### src/hdl/sipq_pkg.sv
// ----------------------------------------------------------------------------
// sipq_pkg
// Shared types, widths and helpers for the sorted insert priority queue.
// ----------------------------------------------------------------------------
`default_nettype none

package sipq_pkg;

  localparam int DEPTH     = 16;
  localparam int KEY_W     = 16;
  localparam int PAYLOAD_W = 16;

  localparam int IDX_W = (DEPTH > 1) ? $clog2(DEPTH) : 1;
  localparam int CNT_W = $clog2(DEPTH + 1);
  localparam int SUM_W = IDX_W + 1;

  localparam int STATUS_W = 2;
  localparam int ENTRY_W  = KEY_W + PAYLOAD_W;

  localparam int IN_BITS  = KEY_W + PAYLOAD_W;
  localparam int IN_W     = ((IN_BITS + 7) / 8) * 8;
  localparam int OUT_BITS = KEY_W + PAYLOAD_W + STATUS_W + CNT_W + 1;
  localparam int OUT_W    = ((OUT_BITS + 7) / 8) * 8;

  // Bit offsets of the result fields inside m_tdata.
  localparam int OUT_STATUS_LSB = KEY_W + PAYLOAD_W;
  localparam int OUT_OCC_LSB    = OUT_STATUS_LSB + STATUS_W;
  localparam int OUT_EMPTY_BIT  = OUT_OCC_LSB + CNT_W;

  localparam logic FUNC_PUSH = 1'b0;
  localparam logic FUNC_POP  = 1'b1;

  localparam logic [STATUS_W-1:0] STATUS_OK    = 2'd0;
  localparam logic [STATUS_W-1:0] STATUS_EMPTY = 2'd1;
  localparam logic [STATUS_W-1:0] STATUS_FULL  = 2'd2;

  typedef struct packed {
    logic [PAYLOAD_W-1:0] payload;
    logic [KEY_W-1:0]     key;
  } entry_t;

  // Physical slot of the entry that sits off places behind the head.
  function automatic logic [IDX_W-1:0] slot_addr(input logic [IDX_W-1:0] head,
                                                 input logic [CNT_W-1:0] off);
    logic [SUM_W-1:0] sum;
    sum = {1'b0, head} + SUM_W'(off);
    if (sum >= SUM_W'(DEPTH)) begin
      sum = sum - SUM_W'(DEPTH);
    end
    return sum[IDX_W-1:0];
  endfunction

  // True when a new key ranks in front of a stored key; ties go in front.
  function automatic logic goes_before(input logic             lowest_first,
                                       input logic [KEY_W-1:0] new_key,
                                       input logic [KEY_W-1:0] old_key);
    if (lowest_first) begin
      return new_key <= old_key;
    end
    return new_key >= old_key;
  endfunction

endpackage

`default_nettype wire

### src/hdl/sipq_ram.sv
// ----------------------------------------------------------------------------
// sipq_ram
// Simple dual-port RAM: one write port, one read port with registered data.
// ----------------------------------------------------------------------------
`default_nettype none

module sipq_ram #(
  parameter int WIDTH  = 32,
  parameter int DEPTH  = 16,
  parameter int ADDR_W = (DEPTH > 1) ? $clog2(DEPTH) : 1
) (
  input  wire logic              clk,
  input  wire logic              we,
  input  wire logic [ADDR_W-1:0] waddr,
  input  wire logic [WIDTH-1:0]  wdata,
  input  wire logic              re,
  input  wire logic [ADDR_W-1:0] raddr,
  output logic      [WIDTH-1:0]  rdata
);

  logic [WIDTH-1:0] mem [DEPTH];

  always_ff @(posedge clk) begin
    if (we) begin
      mem[waddr] <= wdata;
    end
  end

  always_ff @(posedge clk) begin
    if (re) begin
      rdata <= mem[raddr];
    end
  end

endmodule

`default_nettype wire

### src/hdl/sorted_insert_priority_queue.sv
// ----------------------------------------------------------------------------
// sorted_insert_priority_queue
// Bounded priority queue kept as a sorted list in a ring-addressed RAM.
// ----------------------------------------------------------------------------
// Usage:
//   Operations arrive on the s_ channel: s_tuser is the operation (0 push,
//   1 pop) and s_tdata carries the key and payload of a push. Every
//   operation produces exactly one result transfer on the m_ channel with
//   the popped key and payload (zero for a push), a status code, the
//   occupancy afterwards and an empty flag.
//   cfg_we writes cfg_wdata into the order bit (0 highest key first,
//   1 lowest key first); write it only while the queue is idle.
//   Timing: one operation is worked on at a time. A pop reads the head
//   entry and then registers it as the result; a push walks the list from
//   the head one entry per cycle, and every entry behind the insertion point
//   is moved back one slot through the single RAM read and write port. Pop
//   on empty, push on full and push on empty go straight to the result.
//   The next operation is taken as soon as the result sits in the output
//   register, even if the receiver has not taken it yet; while the
//   receiver stalls a finished result waits and no new operation is taken.
//   Reset empties the queue and selects highest key first; the RAM itself
//   is not cleared since only occupied slots are ever read.
// ----------------------------------------------------------------------------
`default_nettype none

module sorted_insert_priority_queue (
  input  wire logic                      clk,
  input  wire logic                      rst,
  input  wire logic                      cfg_we,
  input  wire logic                      cfg_wdata,
  input  wire logic                      s_tvalid,
  output logic                           s_tready,
  // s_tdata: key [15:0], payload [31:16]
  input  wire logic [sipq_pkg::IN_W-1:0] s_tdata,
  // s_tuser: func (0 push, 1 pop)
  input  wire logic                      s_tuser,
  output logic                           m_tvalid,
  input  wire logic                      m_tready,
  // m_tdata: out_key [15:0], out_payload [31:16], status [33:32],
  //          occupancy [38:34], is_empty [39]
  output logic [sipq_pkg::OUT_W-1:0]     m_tdata
);

  typedef enum logic [4:0] {
    ST_IDLE     = 5'b00001,
    ST_PUSH_CMP = 5'b00010,
    ST_PUSH_PUT = 5'b00100,
    ST_POP_WAIT = 5'b01000,
    ST_DONE     = 5'b10000
  } state_t;

  state_t state, state_next;

  logic                           order_low;
  logic [sipq_pkg::IDX_W-1:0]     head, head_next;
  logic [sipq_pkg::CNT_W-1:0]     count, count_next;
  logic [sipq_pkg::CNT_W-1:0]     pos, pos_next;
  logic                           found, found_next;
  logic [sipq_pkg::KEY_W-1:0]     new_key, new_key_next;
  logic [sipq_pkg::PAYLOAD_W-1:0] new_payload, new_payload_next;
  logic [sipq_pkg::STATUS_W-1:0]  res_status, res_status_next;
  sipq_pkg::entry_t               res_entry, res_entry_next;

  logic [sipq_pkg::KEY_W-1:0]     out_key;
  logic [sipq_pkg::PAYLOAD_W-1:0] out_payload;
  logic [sipq_pkg::STATUS_W-1:0]  out_status;
  logic [sipq_pkg::CNT_W-1:0]     out_occ;
  logic                           out_empty;
  logic                           out_load;

  logic                       ram_we;
  logic [sipq_pkg::IDX_W-1:0] ram_waddr;
  sipq_pkg::entry_t           ram_wdata;
  logic                       ram_re;
  logic [sipq_pkg::IDX_W-1:0] ram_raddr;
  sipq_pkg::entry_t           ram_rdata;
  sipq_pkg::entry_t           new_entry;

  logic accept;

  assign s_tready  = (state == ST_IDLE);
  assign accept    = s_tvalid && s_tready;
  assign new_entry = '{payload: new_payload, key: new_key};

  sipq_ram #(
    .WIDTH (sipq_pkg::ENTRY_W),
    .DEPTH (sipq_pkg::DEPTH)
  ) u_ram (
    .clk   (clk),
    .we    (ram_we),
    .waddr (ram_waddr),
    .wdata (ram_wdata),
    .re    (ram_re),
    .raddr (ram_raddr),
    .rdata (ram_rdata)
  );

  always_comb begin
    state_next       = state;
    head_next        = head;
    count_next       = count;
    pos_next         = pos;
    found_next       = found;
    new_key_next     = new_key;
    new_payload_next = new_payload;
    res_status_next  = res_status;
    res_entry_next   = res_entry;
    ram_we           = 1'b0;
    ram_waddr        = head;
    ram_wdata        = new_entry;
    ram_re           = 1'b0;
    ram_raddr        = head;
    out_load         = 1'b0;

    case (state)
      ST_IDLE: begin
        if (accept) begin
          new_key_next     = s_tdata[sipq_pkg::KEY_W-1:0];
          new_payload_next = s_tdata[sipq_pkg::KEY_W +: sipq_pkg::PAYLOAD_W];
          res_status_next  = sipq_pkg::STATUS_OK;
          res_entry_next   = '0;
          if (s_tuser == sipq_pkg::FUNC_POP) begin
            if (count == '0) begin
              res_status_next = sipq_pkg::STATUS_EMPTY;
              state_next      = ST_DONE;
            end else begin
              ram_re     = 1'b1;
              ram_raddr  = head;
              state_next = ST_POP_WAIT;
            end
          end else begin
            if (count == sipq_pkg::CNT_W'(sipq_pkg::DEPTH)) begin
              res_status_next = sipq_pkg::STATUS_FULL;
              state_next      = ST_DONE;
            end else if (count == '0) begin
              ram_we     = 1'b1;
              ram_waddr  = head;
              ram_wdata  = '{payload: new_payload_next, key: new_key_next};
              count_next = count + 1'b1;
              state_next = ST_DONE;
            end else begin
              // Walk from the head toward the tail, one entry per cycle.
              pos_next   = '0;
              found_next = 1'b0;
              ram_re     = 1'b1;
              ram_raddr  = head;
              state_next = ST_PUSH_CMP;
            end
          end
        end
      end

      ST_PUSH_CMP: begin
        // From the insertion point on, each stored entry is replaced by the
        // carried one and is itself carried one slot further back.
        if (found || sipq_pkg::goes_before(order_low, new_key, ram_rdata.key)) begin
          ram_we           = 1'b1;
          ram_waddr        = sipq_pkg::slot_addr(head, pos);
          ram_wdata        = new_entry;
          new_key_next     = ram_rdata.key;
          new_payload_next = ram_rdata.payload;
          found_next       = 1'b1;
        end
        pos_next = pos + sipq_pkg::CNT_W'(1);
        if (pos == count - sipq_pkg::CNT_W'(1)) begin
          state_next = ST_PUSH_PUT;
        end else begin
          ram_re    = 1'b1;
          ram_raddr = sipq_pkg::slot_addr(head, pos + sipq_pkg::CNT_W'(1));
        end
      end

      ST_PUSH_PUT: begin
        ram_we     = 1'b1;
        ram_waddr  = sipq_pkg::slot_addr(head, count);
        ram_wdata  = new_entry;
        count_next = count + 1'b1;
        state_next = ST_DONE;
      end

      ST_POP_WAIT: begin
        res_entry_next = ram_rdata;
        head_next      = sipq_pkg::slot_addr(head, sipq_pkg::CNT_W'(1));
        count_next     = count - 1'b1;
        state_next     = ST_DONE;
      end

      ST_DONE: begin
        if (!m_tvalid || m_tready) begin
          out_load   = 1'b1;
          state_next = ST_IDLE;
        end
      end

      default: begin
        state_next = ST_IDLE;
      end
    endcase
  end

  always_ff @(posedge clk) begin
    if (rst) begin
      state     <= ST_IDLE;
      head      <= '0;
      count     <= '0;
      order_low <= 1'b0;
      m_tvalid  <= 1'b0;
    end else begin
      state <= state_next;
      head  <= head_next;
      count <= count_next;
      if (cfg_we) begin
        order_low <= cfg_wdata;
      end
      if (out_load) begin
        m_tvalid <= 1'b1;
      end else if (m_tready) begin
        m_tvalid <= 1'b0;
      end
    end
  end

  always_ff @(posedge clk) begin
    pos         <= pos_next;
    found       <= found_next;
    new_key     <= new_key_next;
    new_payload <= new_payload_next;
    res_status  <= res_status_next;
    res_entry   <= res_entry_next;
    if (out_load) begin
      out_key     <= res_entry.key;
      out_payload <= res_entry.payload;
      out_status  <= res_status;
      out_occ     <= count;
      out_empty   <= (count == '0);
    end
  end

  assign m_tdata = sipq_pkg::OUT_W'({out_empty, out_occ, out_status, out_payload, out_key});

endmodule

`default_nettype wire

### config.mk
export PLATFORM = sky130hd
export DESIGN_NAME = sorted_insert_priority_queue
export DESIGN_NICKNAME = d
export VERILOG_FILES = /design/src/hdl/sipq_pkg.sv /design/src/hdl/sipq_ram.sv /design/src/hdl/sorted_insert_priority_queue.sv
export SDC_FILE = /design/constraint.sdc
export NUM_CORES = 1
export LEC_CHECK = 0
export BUFFER_PORTS_ARGS = -buffer_cell sky130_fd_sc_hd__buf_2
export CORE_MARGIN = 4
export CORE_UTILIZATION = 56
export CTS_CLUSTER_DIAMETER = 150
export CTS_CLUSTER_SIZE = 20
export DETAILED_ROUTE_END_ITERATION = 16
export PLACE_DENSITY = 0.76
export SYNTH_ARGS = -nofsm -noshare
export SYNTH_HDL_FRONTEND = slang
export SYNTH_SLANG_ARGS = --single-unit
### constraint.sdc
create_clock -name clk -period 4.5 [get_ports clk]
set_input_delay 0.675 -clock clk [delete_from_list [all_inputs] [get_ports clk]]
set_output_delay 0.675 -clock clk [all_outputs]
set_load 0.05 [all_outputs]
==> impl_metrics.csv, run 1 <==
group,metric,value,unit
status,status,"complete, no violations",
synth,ys.flop_type,"edfxtp_1",
grt,grt_pass1_wl,86600,um
routing,dr.pass1.iters,5,
routing,vias,14300,
worst_setup_path,critical_path.cell_chain,"ha_1 -> nand4_1 -> a2111o_1 -> nand3_1 -> mux2i_1 -> a221oi_1 -> or4_1 -> nor2_4 -> buf_4",
floorplanning,die_y,226,um
worst_setup_path,cp_max_fo,8,
floorplanning,row_count,79,
routing,drt_iter0_drc,1525,
clocking,cts_buffer_depth,3,
clocking,cts_root_buf,"clkbuf_16",
synth,syn_area,26700,um^2
floorplanning,initial_core_util,57.0,%
synth,ys_seq_elements,672,
layout,drive_above_1_share,14.1,%
routing,wirelength,58200,um
sta,setup_tns,0,ns
grt,overflow,0,
clocking,cts_setup_buffers,0,
worst_setup_path,slowest_delay,0.76,ns
power,p_sw,3040,uW
flow_run,drv_cap,0,
synth,yosys.area.top_type,"edfxtp_1",
worst_setup_path,slowest_stage,"or4_1",
worst_setup_path,end_kind,"flip-flop",
floorplanning,die-area,51300,um^2
placement,placed_area,28300,um^2
sta,period_share,91.2,%
layout,finalInstanceArea,29400,um^2
power,power.density,431,nW/um^2
power,seq_power_share,60.8,%
worst_setup_path,crit_required,4.76,ns
clocking,hold_buffers,0,
clocking,insertion_delay,0.58,ns
synth,synth.distinct_cells,56,
layout,synthToLayoutAreaGrowth,9.90,%
synth,syn_inst,1593,
power,p_int,9590,uW
routing,drt-wirelength-per-cell,25.1,um
synth,yosys-top-cells-count,"656 x edfxtp_1, 261 x mux2i_1, 129 x o22ai_1, 94 x nand2_1, 64 x nor2_1",
routing,postRouteAntennaNets,0,
floorplanning,core_area,46900,um^2
synth,synth_area_leaders,"edfxtp_1 74%, mux2i_1 9.8%, o22ai_1 3.0%",
worst_setup_path,reg2reg_depth,9,
hold_path,min_path_type,"in -> reg",
power,swShare,24.1,%
sta,slew-limit-headroom,29.9,%
sta,setup_ws,0.395,ns
power,p_leak,0.0115,uW
synth,ys_warn_count,0,
synth,avgSynthCellArea,16.8,um^2
floorplanning,pin_count,81,
power,pwr-share-clk,27.7,%
sta,setup_viol_count_final,0,
sta,fin_worst_skew,0.0281,ns
placement,numPortBuffers,80,
worst_setup_path,worstPathArrival,4.37,ns
layout,final_nets,1762,
synth,synth.most_common_cell,"edfxtp_1",
power,combPwrFrac,11.4,%
worst_setup_path,worstSetupStartpointType,"flip-flop",
sta,max_freq,244,MHz
layout,nFillCells,3262,
sta,grt_setup_unrepaired,"false",
synth,synth_edf_count,656,
grt,grt_max_degree,68,
synth,async_flop_share,0,%
grt,grt_pass1_vias,14200,
synth,yosysTopAreaCellShare,73.7,%
power,ir_worst_vdd,0.239,mV
layout,antenna_cells,0,
sta,final_hold_viol_count,0,
clocking,htreeDepth,2,
routing,drc,0,
clocking,path_clk_slew,0.09,ns
sta,drv_slew,0,
clocking,cts_buffers,39,
placement,pre_cts_ws,0.441,ns
placement,dp_hpwl,34900,um
clocking,cts.sinks,672,
floorplanning,fp.dieW,226,um
sta,finalCriticalPeriod,4.10,ns
grt,antenna_found_initial,0,
clocking,cts_tree,"built",
placement,gp_congestion,0.856,
synth,synth_nets,1664,
grt,grtUsageTotal,22.5,%
routing,routed_via_density,6.20,
sta,tightest_slew,1.05,ns
synth,synth-seq-area-share,74.9,%
clocking,cts_resized,0,
hold_path,worstHoldPathCells,3,
worst_setup_path,critical_path_class,"reg -> reg",
[power groups by stage]
stage                     logic, uW  registers (uW)  clock network (uW)
after floorplan                 816            7910                   0
after global placement         1390            7810                   0
after detailed placement       1440            7830                   0
after CTS                      1440            7690                3560
after global routing           1560            7720                3800
final                          1440            7690                3510
[area by class of cell]
type,instances,area (um^2),area share (%)
clock inverters,3,33.8,0.115
repair buffers,135,1030,3.49
multi-input cells,814,6360,21.7
clock buffers,53,1050,3.58
well taps,607,759,2.59
inverters,29,109,0.371
flip-flops and latches,672,20000,68.2
[metrics by stage]
step	hold WS, ns	power, uW	instances	util [%]
after floorplan	0.400	8720	1593	-
final	0.365	12600	2313	62.7
after global routing	0.378	13100	2313	62.7
after global placement	0.402	9200	2257	60.4
after detailed placement	0.405	9270	2257	60.4
after CTS	0.352	12700	2313	62.7
[state kept, by name, summed over array words and instances (netlist names), 16 cells and up]
signal	flops
u_ram.mem	512
res_entry	32
u_ram.rdata	32
new_key	16
new_payload	16
out_key	16
out_payload	16
[layout by cell type, fill, tap and decap left out, drive strengths merged, types with 3 or more instances in the layout]
master and count:
edfxtp 656, mux2i 261, buf 135, o22ai 129, nand2 96, nor2 64, clkbuf 53, or4 34
mux2 32, inv 31, ha 29, o21ai 26, and2 22, a21oi 20, dfxtp 16, xor2 13
xnor2 13, nand3 11, nand4 8, nor3 7, nand2b 4, o211ai 4, o41ai 4, nor2b 4
nand3b 3, and3 3, a21o 3, fa 3
[routing by layer]
metal / wire [um] / track usage, % / share of wire [%] / up-vias
met3: 3890 / 2.80 / 6.7 / 101
met4: 1680 / 7.01 / 2.9 / 0
met2: 28800 / 37.6 / 49 / 596
met1: 23800 / 31.5 / 41 / 7269
li1: - / - / - / 6379
met5: 0 / 0 / 0 / -
[logic make-up (layout without fill, tap and decap cells)]
| family | after synthesis | after routing | synth area share (%) |
|---|---|---|---|
| multiplexers | 293 | 293 | 11.1 |
| buffers and inverters | 107 | 220 | 1.84 |
| flip-flops | 672 | 672 | 74.9 |
| adder cells (fa/ha/maj) | 32 | 32 | 1.58 |
| XOR/XNOR | 26 | 26 | 0.881 |
| AND/OR/NAND/NOR | 265 | 265 | 4.92 |
| AO/OA/AOI/OAI | 198 | 198 | 4.71 |
[path summary, 6_finish.rpt]
path	startpoint	slack (ns)	end
max	new_key[9]$_DFFE_PP_	0.40	u_ram.mem[5][3]$_DFFE_PP_
min	cfg_wdata	0.37	order_low$_SDFFE_PP0P_
max reg2reg	new_key[9]$_DFFE_PP_	0.40	u_ram.mem[5][3]$_DFFE_PP_
min reg2reg	res_entry[13]$_SDFFCE_PN0P_	0.42	out_key[13]$_DFFE_PP_
[worst max-delay path, delay by kind of cell, from the launching register on]
kind                     cells  cell delay [ns]
AND/OR/NAND/NOR              4             1.61
AO/OA/AOI/OAI                2             0.68
multiplexers                 1             0.47
flip-flops                   1             0.42
adder cells (fa/ha/maj)      1             0.34
buffers and inverters        1             0.28
(Power assumes the default switching activity.)
==> inputs of run 2 (changes only) <==
--- a/config.mk
+++ b/config.mk
@@ -11,7 +11,7 @@
 export CTS_CLUSTER_DIAMETER = 150
 export CTS_CLUSTER_SIZE = 20
 export DETAILED_ROUTE_END_ITERATION = 16
-export PLACE_DENSITY = 0.76
+export PLACE_DENSITY = 0.73
 export SYNTH_ARGS = -nofsm -noshare
 export SYNTH_HDL_FRONTEND = slang
 export SYNTH_SLANG_ARGS = --single-unit
==> impl_metrics.csv, run 2 (synthesized netlist as in run 1, its figures left out) <==
group,metric,value,unit
grt,grtUsageTotal,22.5,%
sta,slew-limit-headroom,22.1,%
power,p_leak,0.0115,uW
routing,drt-wirelength-per-cell,25.2,um
sta,final_hold_viol_count,0,
worst_setup_path,critical_path_class,"reg -> reg",
clocking,insertion_delay,0.58,ns
floorplanning,die-area,51300,um^2
sta,setup_viol_count_final,0,
sta,tightest_slew,1.16,ns
power,seq_power_share,60.9,%
sta,fin_worst_skew,0.0239,ns
sta,drv_slew,0,
layout,largest_reg_flops,512,
power,pwr-share-clk,27.6,%
grt,antenna_found_initial,0,
clocking,cts_buffer_depth,3,
sta,period_share,93.9,%
sta,grt_setup_unrepaired,"false",
power,ir_worst_vdd,0.226,mV
grt,grt_max_degree,67,
grt,overflow,0,
placement,pre_cts_ws,0.431,ns
layout,finalInstanceArea,29300,um^2
placement,dp_hpwl,34500,um
worst_setup_path,worstSetupStartpointType,"flip-flop",
layout,drive_above_1_share,13.9,%
sta,max_freq,237,MHz
layout,regMostFlops,"u_ram.mem",
layout,final_common_cell,"edfxtp_1",
clocking,path_clk_slew,0.08,ns
layout,top_regs,"u_ram.mem: 512 flops, res_entry: 32 flops, u_ram.rdata: 32 flops",
routing,routed_via_density,6.16,
power,p_int,9600,uW
sta,setup_ws,0.274,ns
layout,layout_common_cells,"656 x edfxtp_1, 261 x mux2i_1, 129 x o22ai_1",
floorplanning,row_count,79,
floorplanning,die_y,226,um
power,combPwrFrac,11.5,%
layout,synthToLayoutAreaGrowth,9.61,%
floorplanning,pin_count,81,
sta,finalCriticalPeriod,4.23,ns
power,swShare,24.0,%
layout,final_nets,1758,
worst_setup_path,cp_max_fo,23,
worst_setup_path,worstPathArrival,4.44,ns
worst_setup_path,rrSetupSlack,0.27,ns
worst_setup_path,crit_required,4.72,ns
floorplanning,initial_core_util,57.0,%
routing,drt_iter0_drc,1367,
grt,grt_pass1_vias,14200,
clocking,htreeDepth,2,
flow_run,drv_cap,0,
floorplanning,fp.dieW,226,um
power,p_sw,3030,uW
layout,antenna_cells,0,
placement,placed_area,28200,um^2
worst_setup_path,end_kind,"flip-flop",
layout,utilization,62.5,%
placement,gp_congestion,0.831,
routing,postRouteAntennaNets,0,
placement,numPortBuffers,80,
clocking,cts_root_buf,"clkbuf_16",
clocking,cts_resized,0,
clocking,cts_setup_buffers,0,
status,status,"complete, no violations",
routing,vias,14200,
power,power.total,12600,uW
routing,wirelength,57900,um
hold_path,min_path_type,"in -> reg",
routing,dr.pass1.iters,7,
floorplanning,core_area,46900,um^2
routing,drc,0,
grt,grt_pass1_wl,86400,um
clocking,cts_buffers,39,
clocking,hold_buffers,0,
clocking,cts.sinks,672,
power,power.density,431,nW/um^2
sta,setup_tns,0,ns
clocking,cts_tree,"built",
==> run 2: changes by cell type in the layout (fill, tap and decap cells not counted) <==
cell and change:
clkinv_8 -1, buf_12 -2, clkbuf_16 +1, buf_4 -2, inv_6 -1, clkbuf_1 -6
==> run 2: per-stage QoR <==
| stage | hold WS [ns] | instances |
|---|---|---|
| after floorplan | 0.400 | 1593 |
| after global placement | 0.403 | 2253 |
| after detailed placement | 0.405 | 2253 |
| after CTS | 0.348 | 2302 |
| after global routing | 0.368 | 2302 |
| final | 0.374 | 2302 |
==> run 2: power by group through the flow <==
stage	registers (uW)	clock network [uW]	logic (uW)
finish	7690	3490	1450
global route	7720	3810	1560
CTS	7690	3560	1450
detailed placement	7830	0	1450
global placement	7820	0	1400
floorplan	7910	0	816
==> run 2: layer usage <==
layer  track usage [%]  up-vias  wire length, um
li1                  -     6372                -
met1              30.2     7230            23700
met2              38.4      488            28900
met3              3.46       91             3600
met4              7.56        0             1730
met5                 0        -                0
==> run 2: final timing paths <==
check / to / startpoint / depth (start not counted)
worst max-delay path: u_ram.mem[13][17]$_DFFE_PP_ / new_key[10]$_DFFE_PP_ / 9
worst min-delay path: order_low$_SDFFE_PP0P_ / cfg_wdata / 3
worst max register to register: u_ram.mem[13][17]$_DFFE_PP_ / new_key[10]$_DFFE_PP_ / 9
worst min register to register: out_key[7]$_DFFE_PP_ / res_entry[7]$_SDFFCE_PN0P_ / 0
==> run 2: area by class of cell <==
type,count,area [um^2]
Sequential cell,672,20000
Clock inverter,1,8.76
Timing Repair Buffer,131,971
Fill cell,3314,17600
Inverter,29,109
Clock buffer,48,1050
Tap cell,607,759
Multi-Input combinational cell,814,6360
==> run 2: worst max-delay path, stage by stage (launching register included) <==
cell	delay [ns]
edfxtp_1	0.41
ha_1	0.33
nand4_1	0.31
o41ai_2	0.63
nor2_1	0.09
mux2i_1	0.46
a221oi_1	0.23
or4_1	0.79
nor2_4	0.19
buf_4	0.40
